===== src/mrm_ram.sv =====
// generic simple dual-port ram with registered read data
module mrm_ram #(
    parameter int WIDTH = 8,
    parameter int DEPTH = 16,
    localparam int AW = (DEPTH > 1) ? $clog2(DEPTH) : 1
) (
    input  logic             clk,
    input  logic             we,
    input  logic [AW-1:0]    waddr,
    input  logic [WIDTH-1:0] wdata,
    input  logic             re,
    input  logic [AW-1:0]    raddr,
    output logic [WIDTH-1:0] rdata
);

    logic [WIDTH-1:0] mem [DEPTH];
    logic [WIDTH-1:0] rdata_reg;

    always_ff @(posedge clk)
    begin
        if (we)
        begin
            mem[waddr] <= wdata;
        end
    end

    always_ff @(posedge clk)
    begin
        if (re)
        begin
            rdata_reg <= mem[raddr];
        end
    end

    assign rdata = rdata_reg;

endmodule


===== config.mk =====
export PLATFORM = sky130hd
export DESIGN_NAME = mrm_ram
export DESIGN_NICKNAME = d
export VERILOG_FILES = /design/src/mrm_ram.sv
export SDC_FILE = /design/constraint.sdc
export NUM_CORES = 1
export LEC_CHECK = 0
export BUFFER_PORTS_ARGS = -buffer_cell sky130_fd_sc_hd__buf_2
export CAP_MARGIN = 0
export CORE_UTILIZATION = 50
export CTS_CLUSTER_SIZE = 24
export DETAILED_ROUTE_END_ITERATION = 16
export GPL_ROUTABILITY_DRIVEN = 0
export PLACE_DENSITY = 0.75
export SYNTH_ARGS = -nofsm -noshare
export SYNTH_HDL_FRONTEND = slang
export SYNTH_SLANG_ARGS = --single-unit

===== constraint.sdc =====
create_clock -name clk -period 4.1 [get_ports clk]
set_input_delay 0 -clock clk [delete_from_list [all_inputs] [get_ports clk]]
set_output_delay 0 -clock clk [all_outputs]
set_load 0.005 [all_outputs]

* Word level (Yosys, flattened, before mapping)
Memories as Yosys holds them, arrays and structs flattened. A register that Yosys moved wholly into a read port is not among the register bits.
Cells that the tools add are included.
** Word-level totals
- Bits in registers :: 0
- Latch bits :: 0
- Bits in writable memories :: 128
- ROM bits :: 0
- Input bits :: 19
- Output and inout bits :: 8
- Logic and storage cells :: 3
- Memories :: 1
** Memories
- mem :: depth 16, bits a word 8, rd ports 1, clocked after memory_dff 1, write ports 1, line 16 : logic [WIDTH-1:0] mem [DEPTH];
** Operators by class
- Add/sub/neg operators :: 0
- $mul :: 0
- Div/mod/pow operators :: 0
- Magnitude comparators :: 0
- Equality and inequality tests :: 0
- Shifts and indexed selects :: 0
- Muxes and demuxes :: 2
- Bitwise gates (word level) :: 0
- Reductions and logical operators :: 0
** Operator list (count)
- two-way mux 1 bit :: 2

* Depth between registers and ports, before layout
Gate-level depths: netlist of the first run.
- Word-level depth :: 2
- Depth in mapped cells :: 5
- Mapped depth without buffers :: 3

* Least setup slack after synthesis of the first run
OpenSTA, ideal clock, no wires.
- Path kind :: input -> register
- Start :: input waddr[2]
- End :: memory mem[0][0], enable pin
- Setup time :: 0.383 ns
- Data arrival time :: 1.110 ns
- Data required time :: 3.717 ns
- Path slack :: 2.607 ns
- Stages :: 2
- Path buffers :: 0
- Cells stage by stage :: or3b_2 nor3_1
** RTL lines
- start: declaration :: line 9 : input logic [AW-1:0] waddr,
- end: declaration :: line 16
Straight into the memory's write port.

==> results of run 1 <==
-- layout make-up --
type	count	area, um^2	share of cell area, %
clock buffer	17	414.1	6.747
clock inverter	15	166.4	2.711
multi-input combinational	83	1057	17.22
sequential	136	4084	66.53
tap	133	166.4	2.711
timing repair buffer	39	250.2	4.077
-- synth_stat cells, drive strengths merged --
| library cell | instances | share of area [%] |
|---|---|---|
| nand3b | 2 | 0.29 |
| and2b | 1 | 0.14 |
| edfxtp | 136 | 78 |
| a22oi | 16 | 2.3 |
| nor2b | 1 | 0.12 |
| mux4 | 32 | 15 |
| and2 | 1 | 0.12 |
| nand2 | 9 | 0.65 |
| buf | 7 | 1.1 |
| nor2 | 13 | 0.93 |
| clkdlybuf4s25 | 3 | 0.57 |
| nand3 | 1 | 0.096 |
| nor3 | 4 | 0.38 |
| or3b | 1 | 0.17 |
| nand2b | 2 | 0.24 |
-- power by group through the flow --
stage	sequential, mW	clock (mW)	combinational [mW]
after floorplan	1.60	0	0.0791
after global placement	1.60	0	0.128
after detailed placement	1.60	0	0.131
after CTS	1.58	1.47	0.139
after global routing	1.58	1.53	0.150
final	1.58	1.45	0.137
-- stage by stage --
stage / std cells / setup WS, ns / cell area [um^2] / total power, mW / hold WS [ns]
final: 423 / 2.574 / 6138 / 3.167 / 0.03512
after CTS: 423 / 2.517 / 6138 / 3.184 / 0.01683
after detailed placement: 382 / 1.988 / 5468 / 1.736 / 0.3917
after global routing: 423 / 2.423 / 6138 / 3.257 / 0.04723
after global placement: 382 / 1.984 / 5468 / 1.732 / 0.3846
after floorplan: 229 / 2.607 / 5228 / 1.681 / 0.09887
-- worst register-to-register path, cell delays in order (launching register included) --
cell and delay [ns]:
edfxtp_1 0.38, mux4_2 0.49, a22oi_1 0.31, nand2_1 0.09
-- worst paths after layout --
path / end / slack [ns] / cells after the start
hold / removal: mem[8][5] / 0.04 / 3
setup reg to reg: rdata[7] / 2.58 / 3
hold reg to reg: rdata[0] / 0.76 / 3
setup / recovery: rdata[7] / 2.57 / 4
-- per-layer routing --
layer / share of wire [%] / track usage, % / wire length (um)
met1: 40 / 25.46 / 3755
met2: 50 / 29.76 / 4737
met3: 8.8 / 7.080 / 833
met4: 1.1 / 6.122 / 105
met5: 0 / 0 / 0
-- cell usage in the layout (no fill, tap or decap), drive strengths merged --
cell         instances
a22oi               16
and2                 1
and2b                1
buf                 30
bufinv               2
clkbuf              17
clkinv               6
clkinvlp             1
dlygate4sd3          9
edfxtp             136
inv                  6
mux4                32
nand2                9
nand2b               2
nand3                1
nand3b               2
nor2                13
nor2b                1
nor3                 4
or3b                 1
-- kinds of logic after synthesis --
| logic type | Yosys count |
|---|---|
| flops | 136 |
| simple gates | 35 |
| mux | 32 |
| compound gates | 16 |
| buf+inv | 10 |
==> impl_metrics.env, run 1 <==
export IMPL_initial_core_util_pct=52.51
export IMPL_ir_drop_mv=0.3328
export IMPL_relSlewSlack_pct=31.18
export IMPL_synth_simple_area_share_pct=3.135
export IMPL_insertion_delay_ns=0.52
export IMPL_clkPwrFrac_pct=45.9
export IMPL_antenna_found_initial=0
export IMPL_place_hpwl_mm=5.556
export IMPL_finalSetupTns_ns=0
export IMPL_finalHoldViolCount=0
export IMPL_crit_required_ns=4.36
export IMPL_die_height_um=104.3
export IMPL_grt_overflow=0
export IMPL_ys_ff_latch=136
export IMPL_wl_mm=9.431
export IMPL_ys_seq_area_share_pct=78.12
export IMPL_period_minus_slack_ns=1.526
export IMPL_worstSetupPathType="in -> reg"
export IMPL_synth_xor_area_share_pct=0
export IMPL_seq_power_share_pct=49.8
export IMPL_cts_hold_buffers=9
export IMPL_finalMaxSlewViolations=0
export IMPL_pwr_density_cell_nw_per_um2=515.9
export IMPL_skew_ns=0.009189
export IMPL_p_int_mw=2.505
export IMPL_avgViaCountPerCell=5.730
export IMPL_cts_made_buffers=17
export IMPL_nets=296
export IMPL_hp_class="in -> reg"
export IMPL_synth_nets=248
export IMPL_port_buffers=26
export IMPL_synth_top_family_by_area="multiplexers"
export IMPL_synthCells=229
export IMPL_crit_chain="buf_2, mux4_2, a22oi_1, nand2_1"
export IMPL_synth_area_um2=5228
export IMPL_syn2layout_area_growth_pct=17.42
export IMPL_cts_resized=0
export IMPL_final_util_pct=61.66
export IMPL_end_kind="flip-flop"
export IMPL_largest_register_ffs=128
export IMPL_yosysWarnings=0
export IMPL_ant_nets=0
export IMPL_tightestPinTransition_ns=1.028
export IMPL_rsz0062_at_grt="false"
export IMPL_root_buffer="clkbuf_8"
export IMPL_switching_share_pct=20.91
export IMPL_critPathArrivalTime_ns=1.78
export IMPL_synth_mux_area_fraction_pct=14.79
export IMPL_grt_pass1_vias=2496
export IMPL_core_area_um2=9955
export IMPL_nFillCells=647
export IMPL_post_cts_repair_setup_buffers=0
export IMPL_die_area_um2=10870
export IMPL_cts_clk_slew_worst_paths_ns=0.06
export IMPL_htree_levels=4
export IMPL_drc_errors=0
export IMPL_period_share_pct=37.23
export IMPL_die_x_um=104.3
export IMPL_routedWlPerCell_um=22.30
export IMPL_clock_sinks=136
export IMPL_setup_violations=0
export IMPL_p_leak_nw=2.052
export IMPL_grt_usage_pct=19.20
export IMPL_cts_buffer_depth=2
export IMPL_n_antenna_cell=0
export IMPL_r2r_start="mem[11][7]"
export IMPL_power_frac_comb_pct=4.3
export IMPL_synth_fa_ha_area_share_pct=0
export IMPL_hold_start="waddr[0]"
export IMPL_rows=36
export IMPL_max_freq_ghz=0.6552
export IMPL_switchingPower_mw=0.6620
export IMPL_worstSetupStartpoint="raddr[0]"
export IMPL_io_pins=27
export IMPL_cp_top_family="buffers and inverters"
export IMPL_drtIter0Drc=217
export IMPL_dr_pass1_iters=4
export IMPL_synthDistinctLibCells=18
export IMPL_max_stage_delay_ns=0.74
export IMPL_grt_max_degree=33
export IMPL_outcome="finished, final reports clean"
export IMPL_crit_path_start_kind="input pin"
export IMPL_syn_area_per_cell_um2=22.83
export IMPL_cts_tree="done"
export IMPL_crit_fanout=32
export IMPL_drive_gt1_share_pct=27.59
export IMPL_grt_pass1_wl_mm=14.43
export IMPL_num_vias=2424
export IMPL_critPathBufInv=1
export IMPL_cap_violations=0
export IMPL_synth_compound_area_share_pct=2.298
export IMPL_slowest_stage="buf_2"
Note: power is estimated with default switching activity, not from simulation.
==> inputs of run 2 (changes only) <==
PLACE_DENSITY = 0.78   (was 0.75)
clock period = 1.3 ns   (was 4.1 ns; I/O delays follow)
==> run 2 against run 1 <==
The flow now finishes with violations (setup timing). Non-clock buffer count up 16. Register-to-register slack got worse by 2.7 ns. Critical path type is now reg -> reg. Core utilization increased by 1.8 points. Via count rose by 2.8%. First-iteration DRC count shrank 39%. Sequential cell count unchanged. Cell count grew 3.8%. Clock power rose to 3.1 times the previous value. Global-route usage rose by 0.43 points. Worst hold slack improved by 0.00083 ns.
==> impl_metrics.env, run 2 (same netlist as run 1, synthesis figures left out) <==
export IMPL_outcome="finished, violations left"
export IMPL_violations="setup timing"
export IMPL_layout_common_cells="136 x edfxtp_1, 28 x mux4_2, 26 x buf_2"
export IMPL_nFillCells=661
export IMPL_cts_made_buffers=17
export IMPL_drc_errors=0
export IMPL_crit_required_ns=1.56
export IMPL_end_kind="flip-flop"
export IMPL_p_leak_nw=2.104
export IMPL_nets=312
export IMPL_crit_chain="mux4_2, a22oi_2, nand2_1"
export IMPL_tightestPinTransition_ns=0.8982
export IMPL_worstSetupPathType="reg -> reg"
export IMPL_die_area_um2=10870
export IMPL_final_util_pct=63.46
export IMPL_port_buffers=26
export IMPL_hold_start="waddr[0]"
export IMPL_r2r_start="mem[9][1]"
export IMPL_initial_core_util_pct=52.51
export IMPL_die_x_um=104.3
export IMPL_pwr_density_cell_nw_per_um2=1580
export IMPL_htree_levels=4
export IMPL_setup_violations=8
export IMPL_rows=36
export IMPL_cap_violations=0
export IMPL_skew_ns=0.01249
export IMPL_grt_usage_pct=19.63
export IMPL_relSlewSlack_pct=40.00
export IMPL_use_met3_pct=4.825
export IMPL_wl_mm=9.771
export IMPL_worstSetupStartpoint="mem[9][1]"
export IMPL_grt_pass1_wl_mm=15.12
export IMPL_cts_tree="done"
export IMPL_ir_drop_mv=0.8110
export IMPL_root_buffer="clkbuf_8"
export IMPL_period_share_pct=109.9
export IMPL_avgViaCountPerCell=5.677
export IMPL_core_area_um2=9955
export IMPL_grt_max_degree=33
export IMPL_cts_buffer_depth=2
export IMPL_max_freq_ghz=0.7002
export IMPL_fin_ws_ns=-0.1282
export IMPL_rr_worst_depth=3
export IMPL_globalRouteMet1Util_pct=24.32
export IMPL_grt_pass1_vias=2736
export IMPL_slowest_stage="mux4_2"
export IMPL_die_height_um=104.3
export IMPL_syn2layout_area_growth_pct=20.85
export IMPL_routedWlPerCell_um=22.26
export IMPL_met2_usage_pct=33.14
export IMPL_grt_overflow=0
export IMPL_seq_area_um2=4084
export IMPL_final_common_cell="edfxtp_1"
export IMPL_finalHoldViolCount=0
export IMPL_largest_register_ffs=128
export IMPL_n_antenna_cell=0
export IMPL_finalMaxSlewViolations=0
export IMPL_insertion_delay_ns=0.52
export IMPL_drtIter0Drc=133
export IMPL_critPathArrivalTime_ns=1.69
export IMPL_hp_class="in -> reg"
export IMPL_cts_clk_slew_worst_paths_ns=0.06
export IMPL_place_hpwl_mm=6.127
export IMPL_pre_cts_ws_ns=-0.2474
export IMPL_finalSetupTns_ns=-0.6336
export IMPL_num_vias=2492
export IMPL_crit_fanout=1
export IMPL_ant_nets=0
export IMPL_period_minus_slack_ns=1.428
export IMPL_antenna_found_initial=0
export IMPL_io_pins=27
export IMPL_crit_path_start_kind="flip-flop"
export IMPL_dr_pass1_iters=4
export IMPL_max_stage_delay_ns=0.51
export IMPL_drive_gt1_share_pct=38.24
export IMPL_clock_sinks=136
export IMPL_gr_max_usage_layer="met2"
export IMPL_whs_ns=0.03596
export IMPL_multi_input_area_um2=1080
export IMPL_rsz0062_at_grt="true"
export IMPL_hold_depth=3
==> run 2: final cells by class <==
| type | count | share of cell area (%) |
|---|---|---|
| tap | 133 | 2.634 |
| timing repair buffer | 55 | 6.655 |
| clock inverter | 15 | 2.416 |
| multi-input combinational | 83 | 17.09 |
| sequential | 136 | 64.65 |
| clock buffer | 17 | 6.556 |
==> run 2: worst paths after layout <==
path,endpoint,slack (ns)
max,rdata[1],-0.13
min,mem[0][2],0.04
max reg2reg,rdata[1],-0.13
min reg2reg,rdata[1],0.76
==> run 2: repair_timing <==
action / in CTS / in global routing
pin swaps: 6 / 2
hold buffers: 9 / 0
hold endpoints to repair: 136 / 0
endpoints found under the setup margin: 8 / 8
buffers inserted: 0 / 0
resized for setup: 15 / 6
==> run 2: metal layers <==
metal / wire length, um / vias up
li1: - / 1105
met1: 3948 / 1291
met2: 5251 / 82
met3: 392 / 14
met4: 178 / 0
met5: 0 / -
==> run 2: through the flow <==
step	cells	power, mW	cell area (um^2)
final	439	9.983	6317
after global routing	439	10.25	6317
after CTS	439	10.02	6296
after detailed placement	398	5.512	5643
after global placement	398	5.493	5643
after floorplan	229	5.302	5233
==> run 2: worst max-delay path, delay by kind of cell (launching register included) <==
family	cells	cell delay, ns
muxes	1	0.51
DFF	1	0.41
AOI/OAI and AO/OA	1	0.19
and+or+nand+nor	1	0.06
==> run 2: report_power, final <==
part	internal, mW	switching (mW)	total (mW)
Sequential	4.94	0.0317	4.97
Combinational	0.235	0.262	0.497
Clock	2.72	1.79	4.51
==> inputs of run 3 (changes only) <==
RECOVER_POWER = 50   (was unset)
==> run 3 against run 2 <==
The run still ends with setup timing left. Sequential power about the same. Combinational power is 1% lower. Non-clock buffer count is the same. Critical endpoint unchanged. Highest routed layer unchanged. Clock power about the same. Cell area shrank 0.55%. Sequential cell count unchanged.
==> impl_metrics.env, run 3 (same netlist as run 1, synthesis figures left out) <==
export IMPL_skew_ns=0.008435
export IMPL_rsz0062_at_grt="true"
export IMPL_die_height_um=104.3
export IMPL_end_kind="flip-flop"
export IMPL_rows=36
export IMPL_htree_levels=4
export IMPL_cap_violations=0
export IMPL_core_area_um2=9955
export IMPL_die_x_um=104.3
export IMPL_dr_pass1_iters=4
export IMPL_cts_buffer_depth=2
export IMPL_tightestPinTransition_ns=0.9204
export IMPL_drc_errors=0
export IMPL_layout_common_cells="136 x edfxtp_1, 28 x mux4_2, 19 x buf_2"
export IMPL_syn2layout_area_growth_pct=20.18
export IMPL_root_buffer="clkbuf_8"
export IMPL_period_minus_slack_ns=1.429
export IMPL_outcome="finished, violations left"
export IMPL_cts_tree="done"
export IMPL_period_share_pct=109.9
export IMPL_final_util_pct=63.11
export IMPL_grt_pass1_wl_mm=15.12
export IMPL_p_leak_nw=2.055
export IMPL_clock_sinks=136
export IMPL_io_pins=27
export IMPL_insertion_delay_ns=0.52
export IMPL_die_area_um2=10870
export IMPL_nets=312
export IMPL_grt_usage_pct=19.63
export IMPL_initial_core_util_pct=52.51
export IMPL_largest_register_ffs=128
export IMPL_drtIter0Drc=157
export IMPL_crit_fanout=1
export IMPL_hp_class="in -> reg"
export IMPL_finalHoldViolCount=0
export IMPL_port_buffers=26
export IMPL_grt_pass1_vias=2736
export IMPL_max_freq_ghz=0.6999
export IMPL_final_common_cell="edfxtp_1"
export IMPL_wl_mm=9.771
export IMPL_crit_chain="mux4_2, a22oi_2, nand2_1"
export IMPL_violations="setup timing"
export IMPL_slowest_stage="mux4_2"
export IMPL_place_hpwl_mm=6.127
export IMPL_routedWlPerCell_um=22.26
export IMPL_worstSetupPathType="reg -> reg"
export IMPL_dp_cells=398
export IMPL_grt_max_degree=33
export IMPL_cts_clk_slew_worst_paths_ns=0.06
export IMPL_pre_cts_ws_ns=-0.2474
export IMPL_crit_required_ns=1.56
export IMPL_max_stage_delay_ns=0.52
export IMPL_drive_gt1_share_pct=33.66
export IMPL_setup_violations=8
export IMPL_antenna_found_initial=0
export IMPL_crit_path_start_kind="flip-flop"
export IMPL_finalMaxSlewViolations=0
export IMPL_cts_made_buffers=17
export IMPL_critPathArrivalTime_ns=1.69
export IMPL_grt_overflow=0
export IMPL_relSlewSlack_pct=38.52
export IMPL_ir_drop_mv=0.8098
export IMPL_n_antenna_cell=0
export IMPL_fin_ws_ns=-0.1288
export IMPL_pwr_density_cell_nw_per_um2=1589
export IMPL_ant_nets=0
export IMPL_final_cells=439
export IMPL_num_vias=2498
export IMPL_avgViaCountPerCell=5.690
export IMPL_whs_ns=0.03981
export IMPL_fin_total_pwr_mw=9.984
-- run 3: stage by stage --
step	setup TNS [ns]	area, um^2
floorplan	0	5233
global placement	-1.074	5643
detailed placement	-1.166	5643
CTS	-0.6915	6296
global route	-0.9315	6282
finish	-0.6081	6282
-- run 3: final cells by class --
type	instances	area (um^2)
clock inverter	15	152.6
multi-input combinational	83	1080
tap	133	166.4
sequential	136	4084
fill	665	3672
clock buffer	17	414.1
timing repair buffer	55	385.4
-- run 3: worst max-delay path, delay by kind of cell, from the launching register on --
| family | cells | cell delay [ns] |
|---|---|---|
| flip-flops | 1 | 0.40 |
| AO/OA/AOI/OAI | 1 | 0.19 |
| multiplexers | 1 | 0.52 |
| AND/OR/NAND/NOR | 1 | 0.06 |
-- run 3: report_power, final --
| part | total [mW] | switching [mW] | internal, mW |
|---|---|---|---|
| clock network | 4.52 | 1.79 | 2.72 |
| registers | 4.97 | 0.0312 | 4.94 |
| logic | 0.490 | 0.261 | 0.229 |
-- run 3: what timing repair did --
item	in CTS	in global routing
hold buffers	9	0
gates cloned	0	0
pin swaps	6	2
buffers inserted	0	0
endpoints found under the setup margin	8	8
resized for setup	15	6
hold endpoints to repair	136	0
-- run 3: worst paths after layout --
check,start,end,slack [ns],cells past startpoint
worst max register to register,mem[11][1],rdata[1],-0.13,3
worst min-delay path,waddr[1],mem[0][5],0.04,3
worst min register to register,mem[6][7],rdata[7],0.76,3
worst max-delay path,mem[11][1],rdata[1],-0.13,3
-- run 3: routing by layer --
metal	track usage (%)	routed length [um]	up-vias
met5	0	0	-
met4	8.367	150	0
met3	4.825	544	12
met2	33.14	5209	88
met1	24.32	3866	1293
li1	-	-	1105
