## src/mrm_pkg.sv

```systemverilog
// types, constants and helper functions of the response matcher
package mrm_pkg;

    localparam int SLAVE_ENTRIES   = 16;
    localparam int SLOTS_PER_SLAVE = 16;
    localparam int CMD_DEPTH       = SLAVE_ENTRIES * SLOTS_PER_SLAVE;

    localparam int SLAVE_W = (SLAVE_ENTRIES > 1) ? $clog2(SLAVE_ENTRIES) : 1;
    localparam int SLOT_W  = (SLOTS_PER_SLAVE > 1) ? $clog2(SLOTS_PER_SLAVE) : 1;
    localparam int CMD_AW  = (CMD_DEPTH > 1) ? $clog2(CMD_DEPTH) : 1;
    localparam int SCAN_W  = ((SLAVE_W > SLOT_W) ? SLAVE_W : SLOT_W) + 1;
    localparam int IDX_W   = SCAN_W - 1;
    localparam int COUNT_W = 5;

    localparam logic [7:0] FC_READ_COILS    = 8'd1;
    localparam logic [7:0] FC_READ_DISCRETE = 8'd2;
    localparam logic [7:0] FC_READ_HOLDING  = 8'd3;
    localparam logic [7:0] FC_READ_INPUT    = 8'd4;

    typedef enum logic [1:0] {
        OP_SET_SLAVE = 2'd0,
        OP_LOAD_SLOT = 2'd1,
        OP_MARK_LAST = 2'd2,
        OP_MATCH     = 2'd3
    } op_e;

    typedef enum logic [2:0] {
        STAT_OK            = 3'd0,
        STAT_NOT_READ      = 3'd1,
        STAT_BAD_FUNCTION  = 3'd2,
        STAT_INTEGRITY     = 3'd3,
        STAT_UNKNOWN_SLAVE = 3'd4,
        STAT_NO_COMMAND    = 3'd5
    } status_e;

    typedef enum logic [1:0] {
        SRC_OFFERED = 2'd0,
        SRC_LAST    = 2'd1,
        SRC_TABLE   = 2'd2
    } src_e;

    typedef enum logic [2:0] {
        S_IDLE,
        S_EXEC,
        S_SLAVE_SCAN,
        S_LAST_CMP,
        S_SLOT_SCAN,
        S_DELIVER
    } state_e;

    typedef struct packed {
        logic [1:0]  operation;
        logic [3:0]  slave_index;
        logic [3:0]  slot_index;
        logic [7:0]  station_address;
        logic [7:0]  function_code;
        logic [15:0] start_address;
        logic [15:0] quantity;
        logic [7:0]  byte_count;
        logic        frame_intact;
        logic        offered_valid;
        logic [7:0]  offered_station;
        logic [7:0]  offered_function;
    } req_t;

    typedef struct packed {
        status_e     status;
        logic [1:0]  read_kind;
        logic [7:0]  station_out;
        logic [15:0] start_out;
        logic [15:0] quantity_out;
        src_e        command_source;
        logic [3:0]  matched_slot;
    } res_t;

    typedef struct packed {
        logic [7:0]  station;
        logic [7:0]  fcode;
        logic [15:0] start;
        logic [15:0] quantity;
    } cmd_t;

    function automatic logic [7:0] expected_count(logic [7:0] fc, logic [15:0] q);
        logic [15:0] qm;
        logic [7:0]  n;
        qm = q - 16'd1;
        n  = 8'd0;
        if (fc == FC_READ_COILS || fc == FC_READ_DISCRETE)
        begin
            n = (q == 16'd0) ? 8'd1 : 8'(qm >> 3) + 8'd1;
        end
        else if (fc == FC_READ_HOLDING || fc == FC_READ_INPUT)
        begin
            n = {q[6:0], 1'b0};
        end
        return n;
    endfunction

    function automatic logic agrees(logic [7:0] rs, logic [7:0] rf, logic [7:0] rb,
                                    logic [7:0] cs, logic [7:0] cf, logic [15:0] cq);
        return (rs == cs) && (rf == cf) && (rb == expected_count(rf, cq));
    endfunction

    function automatic logic [CMD_AW-1:0] cmd_addr(logic [SLAVE_W-1:0] s,
                                                   logic [SLOT_W-1:0] t);
        return CMD_AW'(CMD_AW'(s) * CMD_AW'(SLOTS_PER_SLAVE) + CMD_AW'(t));
    endfunction

endpackage

```

## src/mrm_seq.sv

```systemverilog
// sequencer: executes one request, walks the slave and command tables
module mrm_seq (
    input  logic                        clk,
    input  logic                        rst_n,
    input  logic                        in_valid,
    output logic                        in_ready,
    input  mrm_pkg::req_t               in_req,
    input  logic [mrm_pkg::SCAN_W-1:0]  slave_limit,
    output logic                        res_valid,
    input  logic                        res_ready,
    output mrm_pkg::res_t               res,
    output logic                        st_we,
    output logic [mrm_pkg::SLAVE_W-1:0] st_waddr,
    output logic [7:0]                  st_wdata,
    output logic                        st_re,
    output logic [mrm_pkg::SLAVE_W-1:0] st_raddr,
    input  logic [7:0]                  st_rdata,
    output logic                        cmd_we,
    output logic [mrm_pkg::CMD_AW-1:0]  cmd_waddr,
    output mrm_pkg::cmd_t               cmd_wdata,
    output logic                        cmd_re,
    output logic [mrm_pkg::CMD_AW-1:0]  cmd_raddr,
    input  mrm_pkg::cmd_t               cmd_rdata
);
    import mrm_pkg::*;

    state_e              state_reg, state_next;
    req_t                req_reg, req_next;
    res_t                res_reg, res_next;
    logic [SCAN_W-1:0]   rd_idx_reg, rd_idx_next;
    logic                pend_reg, pend_next;
    logic [IDX_W-1:0]    cmp_idx_reg, cmp_idx_next;
    logic [SLAVE_W-1:0]  slave_idx_reg, slave_idx_next;
    logic [CMD_DEPTH-1:0] loaded_reg, loaded_next;
    logic [SLAVE_ENTRIES-1:0] marked_reg, marked_next;
    logic [SLOT_W-1:0]   last_slot_reg [SLAVE_ENTRIES];
    logic [SLOT_W-1:0]   last_slot_next [SLAVE_ENTRIES];

    op_e                 op;
    logic                idx_ok;
    logic                slave_ok;
    logic                not_read;
    logic                bad_fc;
    logic                broken;
    logic                offered_hit;
    logic                cmd_agree;
    logic [SLAVE_W-1:0]  found_idx;
    logic [SLOT_W-1:0]   scan_slot;
    logic [SLOT_W-1:0]   found_last;
    logic                slave_more;
    logic                slave_hit;
    logic                slot_more;
    logic                slot_hit;
    res_t                res_accept;

    assign op          = op_e'(req_reg.operation);
    assign slave_ok    = int'(req_reg.slave_index) < SLAVE_ENTRIES;
    assign idx_ok      = slave_ok && (int'(req_reg.slot_index) < SLOTS_PER_SLAVE);
    assign not_read    = req_reg.function_code > FC_READ_INPUT;
    assign bad_fc      = req_reg.function_code == 8'd0;
    assign broken      = !req_reg.frame_intact;
    assign offered_hit = req_reg.offered_valid
                      && agrees(req_reg.station_address, req_reg.function_code,
                                req_reg.byte_count, req_reg.offered_station,
                                req_reg.offered_function, req_reg.quantity);
    assign cmd_agree   = agrees(req_reg.station_address, req_reg.function_code,
                                req_reg.byte_count, cmd_rdata.station,
                                cmd_rdata.fcode, cmd_rdata.quantity);

    assign found_idx   = cmp_idx_reg[SLAVE_W-1:0];
    assign scan_slot   = cmp_idx_reg[SLOT_W-1:0];
    assign found_last  = last_slot_reg[found_idx];
    assign slave_more  = rd_idx_reg < slave_limit;
    assign slave_hit   = pend_reg && (st_rdata == req_reg.station_address);
    assign slot_more   = rd_idx_reg < SCAN_W'(SLOTS_PER_SLAVE);
    assign slot_hit    = pend_reg && loaded_reg[cmd_addr(slave_idx_reg, scan_slot)]
                      && cmd_agree;

    // common part of an accepted match
    always_comb
    begin
        res_accept              = '0;
        res_accept.status       = STAT_OK;
        res_accept.read_kind    = 2'(req_reg.function_code - 8'd1);
        res_accept.station_out  = req_reg.station_address;
    end

    always_comb
    begin
        state_next = state_reg;
        unique case (state_reg)
            S_IDLE:
            begin
                if (in_valid)
                begin
                    state_next = S_EXEC;
                end
            end
            S_EXEC:
            begin
                if (op != OP_MATCH || not_read || bad_fc || broken || offered_hit)
                begin
                    state_next = S_DELIVER;
                end
                else
                begin
                    state_next = S_SLAVE_SCAN;
                end
            end
            S_SLAVE_SCAN:
            begin
                if (slave_hit)
                begin
                    state_next = marked_reg[found_idx] ? S_LAST_CMP : S_SLOT_SCAN;
                end
                else if (!slave_more)
                begin
                    state_next = S_DELIVER;
                end
            end
            S_LAST_CMP:
            begin
                state_next = cmd_agree ? S_DELIVER : S_SLOT_SCAN;
            end
            S_SLOT_SCAN:
            begin
                if (slot_hit || !slot_more)
                begin
                    state_next = S_DELIVER;
                end
            end
            S_DELIVER:
            begin
                if (res_ready)
                begin
                    state_next = S_IDLE;
                end
            end
            default:
            begin
                state_next = S_IDLE;
            end
        endcase
    end

    always_comb
    begin
        in_ready       = state_reg == S_IDLE;
        res_valid      = state_reg == S_DELIVER;
        res            = res_reg;
        req_next       = req_reg;
        res_next       = res_reg;
        rd_idx_next    = rd_idx_reg;
        pend_next      = 1'b0;
        cmp_idx_next   = cmp_idx_reg;
        slave_idx_next = slave_idx_reg;
        loaded_next    = loaded_reg;
        marked_next    = marked_reg;
        last_slot_next = last_slot_reg;
        st_we          = 1'b0;
        st_waddr       = SLAVE_W'(req_reg.slave_index);
        st_wdata       = req_reg.station_address;
        st_re          = 1'b0;
        st_raddr       = rd_idx_reg[SLAVE_W-1:0];
        cmd_we         = 1'b0;
        cmd_waddr      = cmd_addr(SLAVE_W'(req_reg.slave_index), SLOT_W'(req_reg.slot_index));
        cmd_wdata      = '{station:  req_reg.station_address,
                           fcode:    req_reg.function_code,
                           start:    req_reg.start_address,
                           quantity: req_reg.quantity};
        cmd_re         = 1'b0;
        cmd_raddr      = cmd_addr(slave_idx_reg, rd_idx_reg[SLOT_W-1:0]);

        unique case (state_reg)
            S_IDLE:
            begin
                if (in_valid)
                begin
                    req_next = in_req;
                end
            end
            S_EXEC:
            begin
                res_next        = '0;
                res_next.status = STAT_OK;
                rd_idx_next     = '0;
                unique case (op)
                    OP_SET_SLAVE:
                    begin
                        st_we = slave_ok;
                    end
                    OP_LOAD_SLOT:
                    begin
                        if (idx_ok)
                        begin
                            cmd_we                 = 1'b1;
                            loaded_next[cmd_waddr] = 1'b1;
                        end
                    end
                    OP_MARK_LAST:
                    begin
                        if (idx_ok)
                        begin
                            marked_next[SLAVE_W'(req_reg.slave_index)] = req_reg.offered_valid;
                            if (req_reg.offered_valid)
                            begin
                                last_slot_next[SLAVE_W'(req_reg.slave_index)] =
                                    SLOT_W'(req_reg.slot_index);
                            end
                        end
                    end
                    OP_MATCH:
                    begin
                        priority if (not_read)
                        begin
                            res_next.status = STAT_NOT_READ;
                        end
                        else if (bad_fc)
                        begin
                            res_next.status = STAT_BAD_FUNCTION;
                        end
                        else if (broken)
                        begin
                            res_next.status = STAT_INTEGRITY;
                        end
                        else if (offered_hit)
                        begin
                            res_next                = res_accept;
                            res_next.command_source = SRC_OFFERED;
                            res_next.start_out      = req_reg.start_address;
                            res_next.quantity_out   = req_reg.quantity;
                        end
                    end
                    default:
                    begin
                        res_next.status = STAT_OK;
                    end
                endcase
            end
            S_SLAVE_SCAN:
            begin
                if (slave_hit)
                begin
                    slave_idx_next = found_idx;
                    rd_idx_next    = '0;
                    cmd_re         = marked_reg[found_idx];
                    cmd_raddr      = cmd_addr(found_idx, found_last);
                end
                else if (slave_more)
                begin
                    st_re        = 1'b1;
                    pend_next    = 1'b1;
                    cmp_idx_next = rd_idx_reg[IDX_W-1:0];
                    rd_idx_next  = rd_idx_reg + SCAN_W'(1);
                end
                else
                begin
                    res_next.status = STAT_UNKNOWN_SLAVE;
                end
            end
            S_LAST_CMP:
            begin
                if (cmd_agree)
                begin
                    res_next                = res_accept;
                    res_next.command_source = SRC_LAST;
                    res_next.matched_slot   = 4'(last_slot_reg[slave_idx_reg]);
                    res_next.start_out      = cmd_rdata.start;
                    res_next.quantity_out   = cmd_rdata.quantity;
                end
                rd_idx_next = '0;
            end
            S_SLOT_SCAN:
            begin
                if (slot_hit)
                begin
                    res_next                = res_accept;
                    res_next.command_source = SRC_TABLE;
                    res_next.matched_slot   = 4'(scan_slot);
                    res_next.start_out      = cmd_rdata.start;
                    res_next.quantity_out   = cmd_rdata.quantity;
                end
                else if (slot_more)
                begin
                    cmd_re       = 1'b1;
                    pend_next    = 1'b1;
                    cmp_idx_next = rd_idx_reg[IDX_W-1:0];
                    rd_idx_next  = rd_idx_reg + SCAN_W'(1);
                end
                else
                begin
                    res_next.status = STAT_NO_COMMAND;
                end
            end
            S_DELIVER:
            begin
                res = res_reg;
            end
            default:
            begin
                res = res_reg;
            end
        endcase
    end

    always_ff @(posedge clk or negedge rst_n)
    begin
        if (!rst_n)
        begin
            state_reg  <= S_IDLE;
            pend_reg   <= 1'b0;
            loaded_reg <= '0;
            marked_reg <= '0;
            for (int i = 0; i < SLAVE_ENTRIES; i++)
            begin
                last_slot_reg[i] <= '0;
            end
        end
        else
        begin
            state_reg     <= state_next;
            pend_reg      <= pend_next;
            loaded_reg    <= loaded_next;
            marked_reg    <= marked_next;
            last_slot_reg <= last_slot_next;
        end
    end

    always_ff @(posedge clk)
    begin
        req_reg       <= req_next;
        res_reg       <= res_next;
        rd_idx_reg    <= rd_idx_next;
        cmp_idx_reg   <= cmp_idx_next;
        slave_idx_reg <= slave_idx_next;
    end

endmodule

```

## config.mk

```make
export PLATFORM = sky130hd
export DESIGN_NAME = mrm_seq
export DESIGN_NICKNAME = d
export VERILOG_FILES = /design/src/mrm_pkg.sv /design/src/mrm_seq.sv
export SDC_FILE = /design/constraint.sdc
export NUM_CORES = 1
export LEC_CHECK = 0
export CORE_MARGIN = 2
export CORE_UTILIZATION = 50
export DETAILED_ROUTE_END_ITERATION = 12
export DONT_BUFFER_PORTS = 1
export PLACE_DENSITY = 0.78
export SLEW_MARGIN = 5
export SYNTH_ARGS = -nofsm -noshare
export SYNTH_HDL_FRONTEND = slang
export SYNTH_SLANG_ARGS = --single-unit
```

## constraint.sdc

```tcl
create_clock -name clk -period 7.2 [get_ports clk]
set_input_delay 0.72 -clock clk [delete_from_list [all_inputs] [get_ports clk]]
set_output_delay 0.72 -clock clk [all_outputs]
set_load 0.01 [all_outputs]
```

[After elaboration in Yosys (flattened, before gate mapping)]
Index checks and enable logic that the tools add are counted.
Widths: inputs -> output; s select.
Word-level totals
  bits of input ports: 149
  register bits: 488
  word-level logic and storage cells: 215
Operators by class
  order comparisons: 13
  equal/unequal tests: 33
  reductions and logical operators: 40
  add/sub/neg operators: 10
  mux-type cells: 73
  bitwise operators: 4
Operator list (count)
  $or 256x256->256: 1
  $mux 48: 5
  $pmux 48 s3: 1
  $mux 51: 2
  $bwmux 64: 1
  $mux 8: 8
  $eq 8x8->1: 7
  $mux 3: 12
  $mux 4: 9
  $add 8x4->8: 4
  $bmux 4 s4: 2
  $logic_not 16->1: 2
  $sub 11x1->11 const B: 2
  $mux 5: 4
  $ne 2x2->1 const B: 10
  $lt 8x9->1 const B: 2
  $pmux 3 s6: 1
  $add 8x1->8 const B: 2
  $bwmux 16: 1
  $demux 4 s4: 1
  $eq 8x2->1 const B: 2
  $ge 5x5->1 const B: 3
  $mux 1: 15
  $not 4->5: 3
  41 further kinds: 73

[Depth between registers and ports, before layout]
Gate-level depths: netlist (run 1).
  depth in word-level cells: 13
  depth in mapped cells: 14

[Worst setup path after synthesis (run 1)]
No wires, ideal clock.
  path type: in2reg
  from: in cmd_rdata[1] (netlist bit)
  to: reg res_reg (netlist bit res[0]), enable pin
  arrival time: 6.758 ns
  stages on the path: 11
  path buffers: 0
  path slack: -0.078 ns
  path through: nor4_2 > xnor2_1 > ha_1 > nand3_1 > a211oi_1 > nor3_1 > or3b_2 > mux2_2 > nand4_1 > or3_1 > o21ai_0
Between the ends
  cells in the longest elaborated chain, start to end: 9
Ends and longest elaborated chain
  from (decl): RTL line mrm_seq.sv:23  | input mrm_pkg::cmd_t cmd_rdata
  $sub 11x1->11: RTL line mrm_pkg.sv:86  | qm = q - 16'd1;
  $add 8x1->8: RTL line mrm_pkg.sv:90  | n = (q == 16'd0) ? 8'd1 : 8'(qm >> 3) + 8'd1;
  $mux 8: RTL line mrm_pkg.sv:90
  $mux 8 *: RTL line mrm_pkg.sv:88  | if (fc == FC_READ_COILS || fc == FC_READ_DISCRETE)
  $eq 8x8->1 *: RTL line mrm_pkg.sv:101  | return (rs == cs) && (rf == cf) && (rb == expected_count(rf, cq));
  $logic_and 1x1->1 *: RTL line mrm_pkg.sv:101
  $logic_and 1x1->1: RTL line mrm_seq.sv:77  | && cmd_agree;
  $ne 2x2->1 (no source line)
  $reduce_and 3->1 (no source line) *
  to (signal assigned): RTL line mrm_seq.sv:332  | res_reg <= res_next;
  to (decl): RTL line mrm_seq.sv:29  | res_t res_reg, res_next;
Mark *: on every way between the ends. The rest lies on a longest branch, timed or not.
A chain may end at the register's enable or synchronous reset.

[Worst setup path after layout (run 1)]
  from: reg req_reg (netlist bit cmd_wdata[32])
  to: out cmd_re
Between the ends
  cells in the longest elaborated chain, start to end: 9
Ends and longest elaborated chain
  from (decl): RTL line mrm_seq.sv:28  | req_t req_reg, req_next;
  from (signal assigned): RTL line mrm_seq.sv:331  | req_reg <= req_next;
  $eq 8x2->1 or $eq 8x3->1 (tied branches): RTL line mrm_pkg.sv:92  | else if (fc == FC_READ_HOLDING || fc == FC_READ_INPUT)
  $logic_or 1x1->1: RTL line mrm_pkg.sv:92
  $mux 8: RTL line mrm_pkg.sv:92
  $mux 8: RTL line mrm_pkg.sv:88
  $eq 8x8->1: RTL line mrm_pkg.sv:101
  $logic_and 1x1->1 *: RTL line mrm_pkg.sv:101
  $logic_and 1x1->1 *: RTL line mrm_seq.sv:77
  $mux 1 *: RTL line mrm_seq.sv:275  | if (slot_hit)
  $pmux 1 s2 *: RTL line mrm_seq.sv:174  | unique case (state_reg)
  to (decl): RTL line mrm_seq.sv:21  | output logic cmd_re,
Marks and branches as above.

==> results of run 1 <==
-- logic make-up (layout without fill, tap and decap cells) --
kind of cell	Yosys count	after routing	synth area share
xor gates and xnor gates	54	54	0.02032
buffers and inverters	209	139	0.04939
adders and majority gates	12	12	0.006342
and+or+nand+nor	332	332	0.07364
muxes	200	200	0.1508
DFF	488	488	0.5564
AOI/OAI and AO/OA	438	438	0.1431
-- report_power, final --
part           total (uW)  internal (uW)  switching (uW)
logic                1430            606             825
registers            3850           3390             463
clock network        2620           1500            1120
total                7900           5490            2410
-- per-layer routing --
layer  wire length, um  track usage
met3              5842      0.06239
met1             24560       0.3379
met4              2656       0.1159
met5                 0            0
met2             28720       0.3949
-- per-stage QoR --
stage,hold slack [ps],power (uW),setup slack [ps],cell area (um2)
after floorplan,424.4,4929,1217,23280
after global placement,452.4,5251,2316,23180
after detailed placement,456.5,5317,2239,23180
after CTS,-196.4,7931,1746,24840
after global routing,-199.9,8216,1600,24840
final,-161.2,7903,1734,24840
-- cells in the final DEF (no fill, tap or decap), types with 8 or more instances in the layout --
cell,count
a21o_1,8
dfrtp_1,340
a22oi_1,10
o21ai_0,32
nor4_1,9
edfxtp_1,148
nor3_1,19
nand2_1,105
xor2_1,16
a21oi_1,16
and2_1,28
ha_1,11
nand2b_1,11
buf_4,14
nand4_1,16
mux4_2,113
mux2i_1,12
clkbuf_16,49
or3_1,9
mux2_2,75
a31o_2,28
nand3_1,35
and3_1,9
nor2_1,44
o21bai_1,257
clkinv_2,8
inv_1,28
clkinv_1,9
xnor2_1,38
nor2b_1,16
-- how the worst max path moves through the flow --
stage	start	to	slack, ps
2_1_floorplan	cmd_rdata[1]	res[0]$_SDFFCE_PP0P_	1220
3_3_place_gp	cmd_rdata[1]	res[41]$_DFFE_PP_	2320
3_5_place_dp	cmd_rdata[1]	res[40]$_DFFE_PP_	2240
4_1_cts	cmd_wdata[32]$_DFFE_PP_	cmd_re	1750
5_1_grt	cmd_wdata[32]$_DFFE_PP_	cmd_re	1600
6_report	cmd_wdata[32]$_DFFE_PP_	cmd_re	1730
-- final cells by class --
class | count | area [um2]
clock buffer | 66 | 1375
clock inverter | 26 | 284.0
fill | 3664 | 21420
inverter | 31 | 116.4
multi-input combinational | 1036 | 9208
sequential | 488 | 12950
tap | 607 | 759.5
timing repair buffer | 16 | 145.1
==> results.yml, run 1 <==
clock_network:
  clk-insertion-delay-late_ps: 620
  clk_path_buf_depth: 3
  htree_levels: 2
  cts_buffers: 49
  cts.sinks: 488
  cts-resized-gates: 0
  cts_setup_buffers: 0
  clk_pin_slew_ps: 60
  cts_tree: "yes"
  root_buffer: "clkbuf_16"
floorplanning:
  pin_count: 286
  initial_core_util: 0.5032
  core_um2: 46260
  die_h_um: 219.8
  fp.dieArea_um2: 48300
  die_w_um: 219.8
  std_cell_rows: 79
critical_path:
  r2r_start: "cmd_wdata[32]$_DFFE_PP_"
  cp.arrival_ps: 4750
  worstPathRequired_ps: 6480
  cp_max_fo: 10
  crit_path_max_incr_delay_ps: 650
  critPathCaptureType: "output pin"
  reg2reg_setup_slack_ps: 2320
  timing.rr.end: "res[42]$_DFFE_PP_"
  cp_num_cells: 10
  crit_path_start_kind: "flop"
  critical_path_buf_inv_count: 1
  cp_slowest_cell: "edfxtp_1"
  worstSetupPathType: "flop to output pin"
  critPathMostFrequentCell: "nand2_1"
  worstRegToRegCells: 11
  crit_chain: "inv_1 > ha_1 > nor4b_2 > o211a_1 > nand2_1 > a22o_1 > a2111oi_0 > nand4_1 > o311ai_2 > nand2_1"
  crit_family: "compound AO/OA/AOI/OAI gates"
timing:
  grt_setup_unrepaired: "no"
  fin_skew_ps: 42.88
  fin_hold_ws_ps: -161.2
  maxSlewViolCount: 0
  layout_worst_path_cycle_share: 0.7592
  worstMarginPinSlew_ps: 1237
  setup_violations: 0
  slew_headroom: 0.1731
  hold_viol_final: 340
  max_freq_mhz: 182.9
  timing.final.crit_period_ps: 5466
  setup_tns_ps: 0
route:
  wl_um: 61780
  vias_per_cell: 6.480
  ant_nets: 0
  wl_per_cell_um: 27.22
  drt_drc_violations_left: 0
  drt-initial-drc-count: 1655
  vias: 14710
  dr.pass1.iters: 6
grt:
  first_global_vias: 14816
  grt.overflow.total: 0
  grtUsageTotal: 0.2537
  grt_max_degree: 341
  grt_first_pass_wirelength_um: 92070
  antenna_found_initial: 0
finish:
  layout.nets: 1782
  layout-drive-gt1-share: 0.2057
  n_antenna_cell: 0
  stdcell_count: 2270
  fin_util: 0.5370
  area_delta_synth_final_pct: 6.708
  largest_register_ffs: 256
yosys:
  async_reset_ff_frac: 0.6967
  synthCells: 1733
  yosysTopAreaCellShare: 0.3655
  yosys_register_bits: 488
  yosys.area.top_type: "dfrtp_1"
  synthTopCellsByCount: "dfrtp_1 (340), o21bai_1 (257), edfxtp_1 (148)"
  synth_area_um2: 23280
  synth_cell_type_count: 81
  yosys_warnings: 0
  synth_most_common_cell: "dfrtp_1"
  syn_avg_cell_area_um2: 13.43
  yosys_most_used_dff: "dfrtp_1"
  ys_seq_area_frac: 0.5564
  syn_nets: 1893
  synth_edf_count: 148
  synth_area_leaders: "dfrtp_1 (37%), edfxtp_1 (19%), mux4_2 (11%), o21bai_1 (8.3%), mux2_2 (3.6%)"
outcome:
  status: "finished with violations"
  violations: "hold timing"
pwr:
  p_leak_uw: 0.01014
  vdd_drop_max_v: 0.0002926
  pwr_density_cell_nw_per_um2: 318.2
run:
  maxCapViolCount: 0
hold_path:
  hold_class: "input port to asynchronous set/reset pin"
placement:
  port_buffers: 0
  dp_hpwl_um: 40780
  gp_congestion: 0.9249
  dp.cells: 2178
(Power assumes the default switching activity.)
==> run 2, diff against run 1 <==
- clock period: 7.2 -> 4.85 ns (I/O delays scaled with it)
==> run 2 against run 1 <==
The flow still finishes with violations (hold timing). Register-to-register slack got worse by 2000 ps. Critical path depth decreased by 1. First-iteration DRC count decreased by 0.91%. Die area unchanged. Utilization increased by 2.2 points. Total power increased by 50%. Sequential share of layout area decreased by 2.0 points. Design area increased by 4.1%. Worst hold slack got worse by 210 ps. Critical path type unchanged. Largest power group unchanged. Highest routed layer unchanged.
==> results.yml, run 2 (synthesis gave the netlist of run 1 again) <==
critical_path:
  timing.rr.end: "res[47]$_DFFE_PP_"
  r2r_start: "cmd_wdata[33]$_DFFE_PP_"
  crit_start: "cmp_idx_reg[0]$_DFFE_PP_"
  cp.arrival_ps: 4120
  worstPathRequired_ps: 4370
  reg2reg_setup_slack_ps: 290
  crit_path_start_kind: "flop"
  cp_max_fo: 54
  worstSetupPathType: "flop to output pin"
  cp-endpoint: "cmd_re"
  worstRegToRegCells: 12
  critPathCaptureType: "output pin"
route:
  met1_length_um: 24450
  ant_nets: 0
  routed.top_layer: "met4"
  drt_drc_violations_left: 0
  vias: 15102
  dr_wl_met2_um: 29760
  drt-initial-drc-count: 1640
  wl_per_cell_um: 26.34
  wl_um: 62510
  dr_wl_met3_um: 5860
  vias_per_cell: 6.364
  dr.pass1.iters: 6
timing:
  timing.final.crit_period_ps: 4607
  fin_hold_ws_ps: -369.2
  grt_setup_unrepaired: "no"
  hold_viol_final: 340
  setup_violations: 0
  setup_tns_ps: 0
  maxSlewViolCount: 0
  layout_worst_path_cycle_share: 0.9500
  fin_skew_ps: 44.07
  worstMarginPinSlew_ps: 1266
  slew_headroom: 0.1563
  max_freq_mhz: 217.0
grt:
  antenna_found_initial: 0
  grt_max_degree: 341
  grt_first_pass_wirelength_um: 93900
  grt.overflow.total: 0
  first_global_vias: 15691
  grtUsageTotal: 0.2575
outcome:
  status: "finished with violations"
  violations: "hold timing"
clock_network:
  cts_buffers: 50
  clk_path_buf_depth: 3
  cts.sinks: 488
  cts_tree: "yes"
  clk_pin_slew_ps: 70
  htree_levels: 2
  postCtsHoldBufs: 84
  clk-insertion-delay-late_ps: 610
  root_buffer: "clkbuf_16"
placement:
  gp_congestion: 0.9462
  port_buffers: 0
  dp_hpwl_um: 41250
floorplanning:
  initial_core_util: 0.5032
  pin_count: 286
  core_um2: 46260
  fp.dieArea_um2: 48300
  die_w_um: 219.8
  std_cell_rows: 79
  die_h_um: 219.8
finish:
  largest_register_ffs: 256
  layout-drive-gt1-share: 0.2006
  final_common_cell: "dfrtp_1"
  layout.nets: 1886
  area_delta_synth_final_pct: 11.03
  final_cell_mix: "dfrtp_1 (340), o21bai_1 (257), edfxtp_1 (148), mux4_2 (113), nand2_1 (105)"
hold_path:
  hold_class: "input port to asynchronous set/reset pin"
run:
  maxCapViolCount: 0
pwr:
  vdd_drop_max_v: 0.0004073
  pwr_density_cell_nw_per_um2: 458.7
  p_leak_uw: 0.01059
## run 2: area by class of cell
class                   count  area [um2]
well taps                 607       759.5
clock buffers              70        1451
clock inverters            21       219.0
diodes                      1       2.502
flip-flops and latches    488       12950
inverters                  31       116.4
fillers                  3578       20410
repair buffers            119        1129
multi-input cells        1036        9218
## run 2: layer usage
layer | global-route usage | vias to the layer above
met2 | 0.4145 | 788
met5 | 0 | -
met3 | 0.06404 | 150
li1 | - | 6422
met4 | 0.1076 | 0
met1 | 0.3345 | 7742
## run 2: repair_timing
item / 4_1_cts / 5_1_grt
resized for setup: 0 / 1
setup buffers: 0 / 1
setup endpoints to repair: 0 / 1
hold endpoints to repair: 424 / 340
## run 2: worst max-delay path, stage by stage, from the launching register on
cell and delay [ps]:
edfxtp_1 440, buf_12 390, mux4_2 570, mux4_2 520
a22o_1 230, a2111oi_0 510, or4b_2 240, a21o_1 180
o311ai_4 140, nand2_1 240
## run 2: how the worst min path moves through the flow
stage                     slack, ps   from  cells past startpoint                            to
after floorplan                 190  rst_n                      0  last_slot_reg[0]$_DFFE_PN0P_
after global placement          230  rst_n                      0    loaded_reg[70]$_DFFE_PN0P_
after detailed placement        230  rst_n                      0    loaded_reg[86]$_DFFE_PN0P_
after CTS                      -430  rst_n                      0    loaded_reg[91]$_DFFE_PN0P_
after global routing           -410  rst_n                      0    loaded_reg[86]$_DFFE_PN0P_
final                          -370  rst_n                      0    loaded_reg[70]$_DFFE_PN0P_
## run 2: metrics by stage
stage          cells  utilization  total power [uW]  setup WS [ps]  area [um2]
4_1_cts         2371       0.5583             11870          53.34       25830
3_5_place_dp    2196       0.5040              7895          376.8       23320
2_1_floorplan   1733            -              7312          17.45       23280
5_1_grt         2372       0.5587             12310          6.308       25840
6_report        2373       0.5587             11860          242.5       25850
3_3_place_gp    2196       0.5040              7806          431.2       23320
## run 2: report_power, final
group          leakage, uW  switching (uW)  internal [uW]
Clock             0.000817            1650           2260
Combinational      0.00367            1260            967
Sequential         0.00610             702           5020
Total               0.0106            3610           8250
